`src/rtl/lcr_pkg.sv`:
```
`default_nettype none

package lcr_pkg;

	// Item command codes.
	typedef enum logic [1:0] {
		CMD_BYTE = 2'd0,
		CMD_TICK = 2'd1,
		CMD_READ = 2'd2,
		CMD_NONE = 2'd3
	} cmd_t;

	// Configuration register indexes.
	typedef enum logic [2:0] {
		REG_END         = 3'd0,
		REG_FRAME       = 3'd1,
		REG_CONTROL     = 3'd2,
		REG_POWER_VAR   = 3'd3,
		REG_ENABLE_VAR  = 3'd4,
		REG_TIMEOUT_VAR = 3'd5
	} reg_idx_t;

	// Status carried with every result item.
	typedef struct packed {
		logic        idle_request;
		logic        frame_swapped;
		logic [15:0] power_duration;
		logic        idle_enabled;
		logic [15:0] idle_timeout;
		logic        parser_busy;
	} status_t;

	localparam logic [7:0]  IDLE_CMD          = 8'd0;
	localparam logic [1:0]  ARG_SLOTS         = 2'd3;
	localparam logic [15:0] COUNT_MAX         = 16'hFFFF;
	localparam logic [15:0] POWER_RESET       = 16'd1000;
	localparam logic [15:0] TIMEOUT_RESET     = 16'd4000;
	localparam logic [7:0]  END_RESET         = 8'd255;
	localparam logic [7:0]  FRAME_RESET       = 8'd1;
	localparam logic [7:0]  CONTROL_RESET     = 8'd2;
	localparam logic [7:0]  POWER_VAR_RESET   = 8'd0;
	localparam logic [7:0]  ENABLE_VAR_RESET  = 8'd1;
	localparam logic [7:0]  TIMEOUT_VAR_RESET = 8'd2;

endpackage

`default_nettype wire

```
`src/rtl/lcr_frame_store.sv`:
```
`default_nettype none

module lcr_frame_store #(
	parameter int FRAME_BYTES = 128,
	parameter int AW = $clog2(2 * FRAME_BYTES),
	parameter int CW = $clog2(FRAME_BYTES + 1)
) (
	input  wire logic          clk,
	input  wire logic          arst_n,
	input  wire logic          item_accept,
	input  wire logic          wr_en,
	input  wire logic          wr_bank,
	input  wire logic [CW-1:0] wr_idx,
	input  wire logic [7:0]    wr_data,
	input  wire logic          rd_req,
	input  wire logic          rd_bank,
	input  wire logic [6:0]    rd_addr,
	output logic      [7:0]    rd_data
);

	logic [7:0]    mem [2 * FRAME_BYTES];
	logic [7:0]    mem_q;
	logic          hit_q;
	logic [CW-1:0] fill0_q;
	logic [CW-1:0] fill1_q;
	logic [CW-1:0] rd_fill;
	logic [AW-1:0] wr_ptr;
	logic [AW-1:0] rd_ptr;
	logic          rd_hit;

	// Bank base plus offset; the back bank is written, the front bank is read.
	assign wr_ptr = (wr_bank ? AW'(FRAME_BYTES) : '0) + AW'(wr_idx);
	assign rd_ptr = (rd_bank ? AW'(FRAME_BYTES) : '0) + AW'(rd_addr);

	// A bank is always filled from entry zero upward, so its written entries form a
	// prefix. Entries at or above the fill count read as zero; the memory has no reset.
	assign rd_fill = rd_bank ? fill1_q : fill0_q;
	assign rd_hit  = rd_req && (32'(rd_addr) < FRAME_BYTES) && (32'(rd_addr) < 32'(rd_fill));

	always_ff @(posedge clk or negedge arst_n) begin
		if (!arst_n) begin
			fill0_q <= '0;
			fill1_q <= '0;
		end else if (wr_en) begin
			if (!wr_bank && wr_idx >= fill0_q) begin
				fill0_q <= wr_idx + CW'(1);
			end
			if (wr_bank && wr_idx >= fill1_q) begin
				fill1_q <= wr_idx + CW'(1);
			end
		end
	end

	// Memory write port.
	always_ff @(posedge clk) begin
		if (wr_en) begin
			mem[wr_ptr] <= wr_data;
		end
	end

	// Memory read port with registered data.
	always_ff @(posedge clk) begin
		if (rd_req) begin
			mem_q <= mem[rd_ptr];
		end
	end

	// The hit flag follows every item so that non-read items return zero.
	always_ff @(posedge clk or negedge arst_n) begin
		if (!arst_n) begin
			hit_q <= 1'b0;
		end else if (item_accept) begin
			hit_q <= rd_hit;
		end
	end

	assign rd_data = hit_q ? mem_q : 8'd0;

	a_fill0_bound: assert property (@(posedge clk) disable iff (!arst_n)
		32'(fill0_q) <= FRAME_BYTES) else $error("bank 0 fill count out of range");

	a_fill1_bound: assert property (@(posedge clk) disable iff (!arst_n)
		32'(fill1_q) <= FRAME_BYTES) else $error("bank 1 fill count out of range");

endmodule

`default_nettype wire

```
`src/rtl/lcr_parser.sv`:
```
`default_nettype none

module lcr_parser #(
	parameter int FRAME_BYTES = 128,
	parameter int CW = $clog2(FRAME_BYTES + 1)
) (
	input  wire logic            clk,
	input  wire logic            arst_n,
	input  wire logic            cfg_write,
	input  wire logic [2:0]      cfg_index,
	input  wire logic [7:0]      cfg_data,
	input  wire logic            item_accept,
	input  wire logic [1:0]      command,
	input  wire logic [7:0]      data_byte,
	output lcr_pkg::status_t     status_next,
	output logic                 front_bank,
	output logic                 wr_en,
	output logic      [CW-1:0]   wr_idx
);

	import lcr_pkg::*;

	logic [7:0]    end_q, frame_q, control_q, pvar_q, evar_q, tvar_q;
	logic [7:0]    cur_q, cur_d;
	logic [CW-1:0] fcnt_q, fcnt_d;
	logic [1:0]    acnt_q, acnt_d;
	logic [7:0]    arg_q [3];
	logic          arg_we;
	logic          front_q, front_d;
	logic [15:0]   power_q, power_d;
	logic          en_q, en_d;
	logic [15:0]   tmo_q, tmo_d;
	logic [15:0]   cnt_q, cnt_d;
	logic          act_q, act_d;
	logic [15:0]   cnt_inc;
	logic [15:0]   ctl_value;
	logic          swapped;
	logic          idle_req;

	// Configuration registers.
	always_ff @(posedge clk or negedge arst_n) begin
		if (!arst_n) begin
			end_q     <= END_RESET;
			frame_q   <= FRAME_RESET;
			control_q <= CONTROL_RESET;
			pvar_q    <= POWER_VAR_RESET;
			evar_q    <= ENABLE_VAR_RESET;
			tvar_q    <= TIMEOUT_VAR_RESET;
		end else if (cfg_write) begin
			unique case (reg_idx_t'(cfg_index))
				REG_END:         end_q     <= cfg_data;
				REG_FRAME:       frame_q   <= cfg_data;
				REG_CONTROL:     control_q <= cfg_data;
				REG_POWER_VAR:   pvar_q    <= cfg_data;
				REG_ENABLE_VAR:  evar_q    <= cfg_data;
				REG_TIMEOUT_VAR: tvar_q    <= cfg_data;
				default: ;
			endcase
		end
	end

	assign cnt_inc   = (cnt_q == COUNT_MAX) ? cnt_q : cnt_q + 16'd1;
	assign ctl_value = {arg_q[2], arg_q[1]};

	// Command parser and idle timer next state.
	always_comb begin
		cur_d    = cur_q;
		fcnt_d   = fcnt_q;
		acnt_d   = acnt_q;
		front_d  = front_q;
		power_d  = power_q;
		en_d     = en_q;
		tmo_d    = tmo_q;
		cnt_d    = cnt_q;
		act_d    = act_q;
		arg_we   = 1'b0;
		wr_en    = 1'b0;
		swapped  = 1'b0;
		idle_req = 1'b0;
		if (item_accept) begin
			unique case (cmd_t'(command))
				CMD_BYTE: begin
					act_d = 1'b1;
					cnt_d = '0;
					priority if (data_byte == end_q) begin
						// The end byte dispatches a pending command.
						if (cur_q != IDLE_CMD) begin
							cur_d = IDLE_CMD;
							priority if (cur_q == frame_q) begin
								front_d = ~front_q;
								swapped = 1'b1;
							end else if (cur_q == control_q) begin
								priority if (arg_q[0] == pvar_q) begin
									power_d = ctl_value;
								end else if (arg_q[0] == evar_q) begin
									en_d = |ctl_value;
								end else if (arg_q[0] == tvar_q) begin
									tmo_d = ctl_value;
								end else begin
									power_d = power_q;
								end
							end else begin
								swapped = 1'b0;
							end
						end
					end else if (cur_q == IDLE_CMD) begin
						cur_d  = data_byte;
						fcnt_d = '0;
						acnt_d = '0;
					end else if (cur_q == frame_q) begin
						if (fcnt_q < CW'(FRAME_BYTES)) begin
							wr_en  = 1'b1;
							fcnt_d = fcnt_q + CW'(1);
						end
					end else if (cur_q == control_q) begin
						if (acnt_q < ARG_SLOTS) begin
							arg_we = 1'b1;
							acnt_d = acnt_q + 2'd1;
						end
					end else begin
						// An unknown command is abandoned on its next byte.
						cur_d = IDLE_CMD;
					end
				end
				CMD_TICK: begin
					if (cnt_inc > tmo_q && en_q && act_q) begin
						cnt_d    = '0;
						act_d    = 1'b0;
						idle_req = 1'b1;
					end else begin
						cnt_d = cnt_inc;
					end
				end
				default: ;
			endcase
		end
	end

	// Parser and settings state.
	always_ff @(posedge clk or negedge arst_n) begin
		if (!arst_n) begin
			cur_q   <= IDLE_CMD;
			fcnt_q  <= '0;
			acnt_q  <= '0;
			front_q <= 1'b0;
			power_q <= POWER_RESET;
			en_q    <= 1'b1;
			tmo_q   <= TIMEOUT_RESET;
			cnt_q   <= '0;
			act_q   <= 1'b0;
		end else begin
			cur_q   <= cur_d;
			fcnt_q  <= fcnt_d;
			acnt_q  <= acnt_d;
			front_q <= front_d;
			power_q <= power_d;
			en_q    <= en_d;
			tmo_q   <= tmo_d;
			cnt_q   <= cnt_d;
			act_q   <= act_d;
		end
	end

	// Argument bytes of a control command.
	always_ff @(posedge clk) begin
		if (arg_we) begin
			arg_q[acnt_q] <= data_byte;
		end
	end

	assign front_bank = front_q;
	assign wr_idx     = fcnt_q;

	always_comb begin
		status_next.idle_request   = idle_req;
		status_next.frame_swapped  = swapped;
		status_next.power_duration = power_d;
		status_next.idle_enabled   = en_d;
		status_next.idle_timeout   = tmo_d;
		status_next.parser_busy    = (cur_d != IDLE_CMD);
	end

	a_fcnt_bound: assert property (@(posedge clk) disable iff (!arst_n)
		32'(fcnt_q) <= FRAME_BYTES) else $error("frame count beyond bank size");

	a_acnt_bound: assert property (@(posedge clk) disable iff (!arst_n)
		acnt_q <= ARG_SLOTS) else $error("argument count beyond three");

	a_swap_idle: assert property (@(posedge clk) disable iff (!arst_n)
		swapped |=> (cur_q == IDLE_CMD && front_q != $past(front_q)))
		else $error("bank swap without return to idle");

endmodule

`default_nettype wire

```
`src/rtl/led_frame_command_receiver.sv`:
```
`default_nettype none

// Command byte receiver for an LED frame buffer. One item is accepted per clock
// cycle while in_stall is low; each gives one result through the read stage, which
// holds the synchronous frame memory read, and then the output register. Parsing,
// settings and the idle timer update in the cycle of acceptance, frame bytes are
// written into the back bank of a double-banked memory of 2*FRAME_BYTES bytes, and
// reads come from the front bank. A fill count per bank makes never-written bytes
// read as zero, so the block is ready straight out of reset with no clearing pass.
// Input stall rises only while both the read stage and the output register are
// full and the output is stalled.
module led_frame_command_receiver #(
	parameter int FRAME_BYTES = 128
) (
	input  wire logic        clk,
	input  wire logic        arst_n,
	input  wire logic        cfg_write,
	input  wire logic [2:0]  cfg_index,
	input  wire logic [7:0]  cfg_data,
	input  wire logic        in_valid,
	output logic             in_stall,
	input  wire logic [1:0]  command,
	input  wire logic [7:0]  data_byte,
	input  wire logic [6:0]  read_address,
	output logic             out_valid,
	input  wire logic        out_stall,
	output logic      [7:0]  read_data,
	output logic             idle_request,
	output logic             frame_swapped,
	output logic      [15:0] power_duration,
	output logic             idle_enabled,
	output logic      [15:0] idle_timeout,
	output logic             parser_busy
);

	import lcr_pkg::*;

	localparam int CW = $clog2(FRAME_BYTES + 1);

	logic          in_accept;
	logic          rd_req;
	status_t       status_next;
	logic          front_bank;
	logic          wr_en;
	logic [CW-1:0] wr_idx;
	logic [7:0]    rd_data;
	logic          valid_s1;
	status_t       status_s1;
	logic          s1_adv;
	logic          out_valid_q;
	status_t       status_q;
	logic [7:0]    read_data_q;

	assign s1_adv    = valid_s1 && !(out_valid_q && out_stall);
	assign in_stall  = valid_s1 && !s1_adv;
	assign in_accept = in_valid && !in_stall;
	assign rd_req    = in_accept && (cmd_t'(command) == CMD_READ);

	lcr_parser #(
		.FRAME_BYTES (FRAME_BYTES)
	) u_parser (
		.clk         (clk),
		.arst_n      (arst_n),
		.cfg_write   (cfg_write),
		.cfg_index   (cfg_index),
		.cfg_data    (cfg_data),
		.item_accept (in_accept),
		.command     (command),
		.data_byte   (data_byte),
		.status_next (status_next),
		.front_bank  (front_bank),
		.wr_en       (wr_en),
		.wr_idx      (wr_idx)
	);

	lcr_frame_store #(
		.FRAME_BYTES (FRAME_BYTES)
	) u_store (
		.clk         (clk),
		.arst_n      (arst_n),
		.item_accept (in_accept),
		.wr_en       (wr_en),
		.wr_bank     (~front_bank),
		.wr_idx      (wr_idx),
		.wr_data     (data_byte),
		.rd_req      (rd_req),
		.rd_bank     (front_bank),
		.rd_addr     (read_address),
		.rd_data     (rd_data)
	);

	// Read stage: status waits here while the frame memory read completes.
	always_ff @(posedge clk or negedge arst_n) begin
		if (!arst_n) begin
			valid_s1 <= 1'b0;
		end else if (in_accept) begin
			valid_s1 <= 1'b1;
		end else if (s1_adv) begin
			valid_s1 <= 1'b0;
		end
	end

	always_ff @(posedge clk) begin
		if (in_accept) begin
			status_s1 <= status_next;
		end
	end

	// Output register.
	always_ff @(posedge clk or negedge arst_n) begin
		if (!arst_n) begin
			out_valid_q <= 1'b0;
		end else if (s1_adv) begin
			out_valid_q <= 1'b1;
		end else if (!out_stall) begin
			out_valid_q <= 1'b0;
		end
	end

	always_ff @(posedge clk) begin
		if (s1_adv) begin
			status_q    <= status_s1;
			read_data_q <= rd_data;
		end
	end

	assign out_valid      = out_valid_q;
	assign read_data      = read_data_q;
	assign idle_request   = status_q.idle_request;
	assign frame_swapped  = status_q.frame_swapped;
	assign power_duration = status_q.power_duration;
	assign idle_enabled   = status_q.idle_enabled;
	assign idle_timeout   = status_q.idle_timeout;
	assign parser_busy    = status_q.parser_busy;

	a_s1_holds: assert property (@(posedge clk) disable iff (!arst_n)
		(valid_s1 && !s1_adv) |=> (valid_s1 && $stable(status_s1)))
		else $error("read stage item lost while blocked");

	a_s1_moves: assert property (@(posedge clk) disable iff (!arst_n)
		s1_adv |=> (out_valid_q && status_q == $past(status_s1)))
		else $error("read stage item not moved to output");

endmodule

`default_nettype wire

```
`config.mk`:
```
export PLATFORM = sky130hd
export DESIGN_NAME = led_frame_command_receiver
export DESIGN_NICKNAME = d
export VERILOG_FILES = /design/src/rtl/lcr_pkg.sv /design/src/rtl/lcr_frame_store.sv /design/src/rtl/lcr_parser.sv /design/src/rtl/led_frame_command_receiver.sv
export SDC_FILE = /design/constraint.sdc
export NUM_CORES = 2
export LEC_CHECK = 0
export ABC_AREA = 1
export BUFFER_PORTS_ARGS = -buffer_cell sky130_fd_sc_hd__buf_4
export CORE_MARGIN = 5
export CORE_UTILIZATION = 62
export CTS_CLUSTER_SIZE = 10
export DETAILED_ROUTE_END_ITERATION = 6
export PLACE_DENSITY_LB_ADDON = 0.25
export SETUP_SLACK_MARGIN = 0.15
export SYNTH_ARGS = -nofsm -noshare
export SYNTH_HDL_FRONTEND = slang
export SYNTH_SLANG_ARGS = --single-unit
export TNS_END_PERCENT = 5
```
`constraint.sdc`:
```
create_clock -name clk -period 8.9 [get_ports clk]
set_input_delay 1.78 -clock clk [delete_from_list [all_inputs] [get_ports clk]]
set_output_delay 1.78 -clock clk [all_outputs]
set_load 0.02 [all_outputs]
```
==> results.txt <==
Status: complete, but fails checks
Failing checks: DRC
Post-cts gate resize count: 0
Via count: 63.2k
# DRC: 10
Prevailing post-synth register cell: edfxtp_1
Clock tree buffer depth: 4
CTS tree: built
Hold crit path type: flop to flop
GR Overflow Total: 0
Post-DP Area: 95700 sq um
Via density: 6.29
Global-route wire length before repair: 369 mm
Final Cell Area: 103000 sq um
Lkg Pwr: 36.9 nW
Initial antenna violation count: 10
Die X: 399 um
Final Max Tran Viols: 0
Post-CTS repair timing setup buffer count: 0
CP required: 9.40 ns
Port bufs: 78
Initial core utilization: 62.5%
Nets: 8041
Clock Pin Slew Worst Setup and Hold Paths: 0.05 ns
HPWL Detailed: 137 mm
Die footprint: 159000 sq um
Total wire length: 247 mm
Unrepaired setup endpoints after global routing: no
Core ar.: 150000 sq um
Hold_sp: status_s1[19]
Post-Syn Instances: 8029
Syn avg cell area: 11.7 sq um
CP endpoint kind: flop
Post-synthesis cell type count: 41
Synthesized cell area: 93700 sq um
VDD IR max: 0.000189 V
DR iter-0 viols: 8968
Worst setup SP type: input port
Register bit total from synthesis: 2296
Worst flop-to-flop path endpoint: u_store.mem[226][3]
Layout cells sized above 1: 6.41%
# setup viols final: 0
Post-route clock period utilization: 59.5%
Fin Setup TNS: 0 ns
Hold Buf Count CTS: 0
Antenna Nets Post-Route: 0
WS Path Type: input port to flop
Clock Latency Late Sink: 0.91 ns
Drt first pass iters: 7
CTS sink count: 2296
Fmax: 0.189 GHz
Vias in the first global route: 60.1k
Final Critical Period: 5.30 ns
Measured slew at the worst slew-check pin: 1.31 ns
Top cell type's share of synthesized area: 69.3%
Worst slew margin: 12.6%
EDFF count, synth: 2160
Htree depth: 5
Total track usage: 30.8%
Crit path launch: data_byte[1]
Io pins: 79
Chip Height: 399 um
Max cap viols: 0
Root Driver: clkbuf_16
DR WL/cell: 24.5 um
Global placement routability congestion: 0.891
Clock buffer count from CTS: 280
Largest cells by area after synthesis: edfxtp_1 (69%), nand3_1 (11%), nand2_1 (9.6%)
Largest net degree at the start of global routing: 230
FP Rows: 142
Post-synth ARST share: 5.92%
R2r worst-path depth: 11
Yosys top cell by area: edfxtp_1
Syn nets: 8109
Area added between synthesis and finish: 10.2%
Reg2reg start: out_valid
Crit Path Max Fanout: 126
PwrDens: 226 nW/um^2
Critical path arrival: 5.80 ns
Post-Route Skew: 0.0385 ns
Worst R2R Setup Slack: 4.61 ns
Synth warn: 0
Hold Vio Cnt, Final: 0
Post-synthesis sequential area ratio: 72.9%
Critical Path Sink: u_store.mem[226][3]
-- worst max-delay path: stages --
cell     delay (ns)
buf_8          0.58
inv_1          0.10
nand2_1        0.10
nand2_1        0.06
nand2_1        0.07
nor2_1         0.07
nand2_1        0.13
nand2_2        0.10
nor2_1         0.12
nand2_2        0.21
inv_2          0.41
nand4_1        1.00
nor2_1         0.95
-- stage by stage --
step	instances	util (%)	setup WS [ns]	total power (W)	hold WS (ns)
finish	10100	68.8	3.60	0.0233	0.412
CTS	10100	68.8	3.73	0.0234	0.409
global placement	9695	63.8	2.75	0.0138	0.404
floorplan	8029	-	4.69	0.0131	0.400
global route	10100	68.8	3.36	0.0240	0.425
detailed placement	9695	63.8	2.81	0.0138	0.405
-- placed cells by master (no fill, tap or decap), types with 65 or more instances in the layout --
| master | count |
|---|---|
| nand2_1 | 2392 |
| edfxtp_1 | 2160 |
| nand3_1 | 2030 |
| nor2_1 | 312 |
| clkbuf_16 | 287 |
| inv_1 | 137 |
| buf_4 | 128 |
| o21ai_0 | 118 |
| dfrtp_1 | 111 |
| clkbuf_1 | 65 |
-- flip-flops by register name, summed over array words and instances (netlist names), 16 cells and up --
register	flops
idle_timeout	16
power_duration	16
u_parser.cnt_q	16
u_parser.arg_q	24
u_store.mem	2048
status_s1	36
u_parser.power_q	16
u_parser.tmo_q	16
-- worst min-delay path by stage --
stage | endpoint | depth (start not counted)
final | power_duration[1] | 0
after global routing | power_duration[5] | 0
after CTS | power_duration[1] | 0
after detailed placement | idle_timeout[5] | 0
after global placement | power_duration[9] | 0
after floorplan | frame_swapped | 0
-- synth_stat cells, types with 6 or more instances --
library cell and count:
buf_2 69, nand3_1 2030, dfstp_2 25, nor4_1 6, nor2_1 313, nand2_1 2407
clkbuf_1 383, xnor2_1 35, buf_1 51, inv_2 6, nor3_1 11, ha_1 47
nand4_1 23, a21oi_1 28, xor2_1 20, edfxtp_1 2160, o21ai_0 118, dfrtp_1 111
inv_1 139, a21boi_0 6
-- per-layer routing --
metal,GRT usage (%),vias up,wire length [um],share of wire [%]
met1,43.8,30400,92700,38
li1,-,28100,-,-
met4,13.0,12,11000,4.4
met3,7.14,637,29900,12
met5,0,-,81,0.033
met2,46.7,4081,113000,46
-- final cells by class --
class / instances / area [sq um]
clock inverters: 6 / 33.8
diodes: 6 / 15.0
clock buffers: 352 / 7430
multi-input cells: 5083 / 22900
repair buffers: 155 / 1440
flip-flops and latches: 2296 / 68300
well taps: 2016 / 2520
fillers: 10400 / 46800
inverters: 145 / 571
-- cell families (layout without fill, tap and decap cells) --
group                    count (synthesis)  in the layout  synth area share [%]
buffers and inverters                  650            658                  2.71
AO/OA/AOI/OAI                          172            172                 0.981
other                                    0              6                     0
XOR/XNOR                                56             56                 0.544
flip-flops                            2296           2296                  72.9
AND/OR/NAND/NOR                       4808           4808                  22.2
adder cells (fa/ha/maj)                 47             47                 0.628
-- power breakdown --
group | internal, W | switching (W)
Sequential | 0.0119 | 0.0000778
Combinational | 0.000407 | 0.00120
Clock | 0.00575 | 0.00396
No activity file was read; power rests on OpenSTA's default activity.
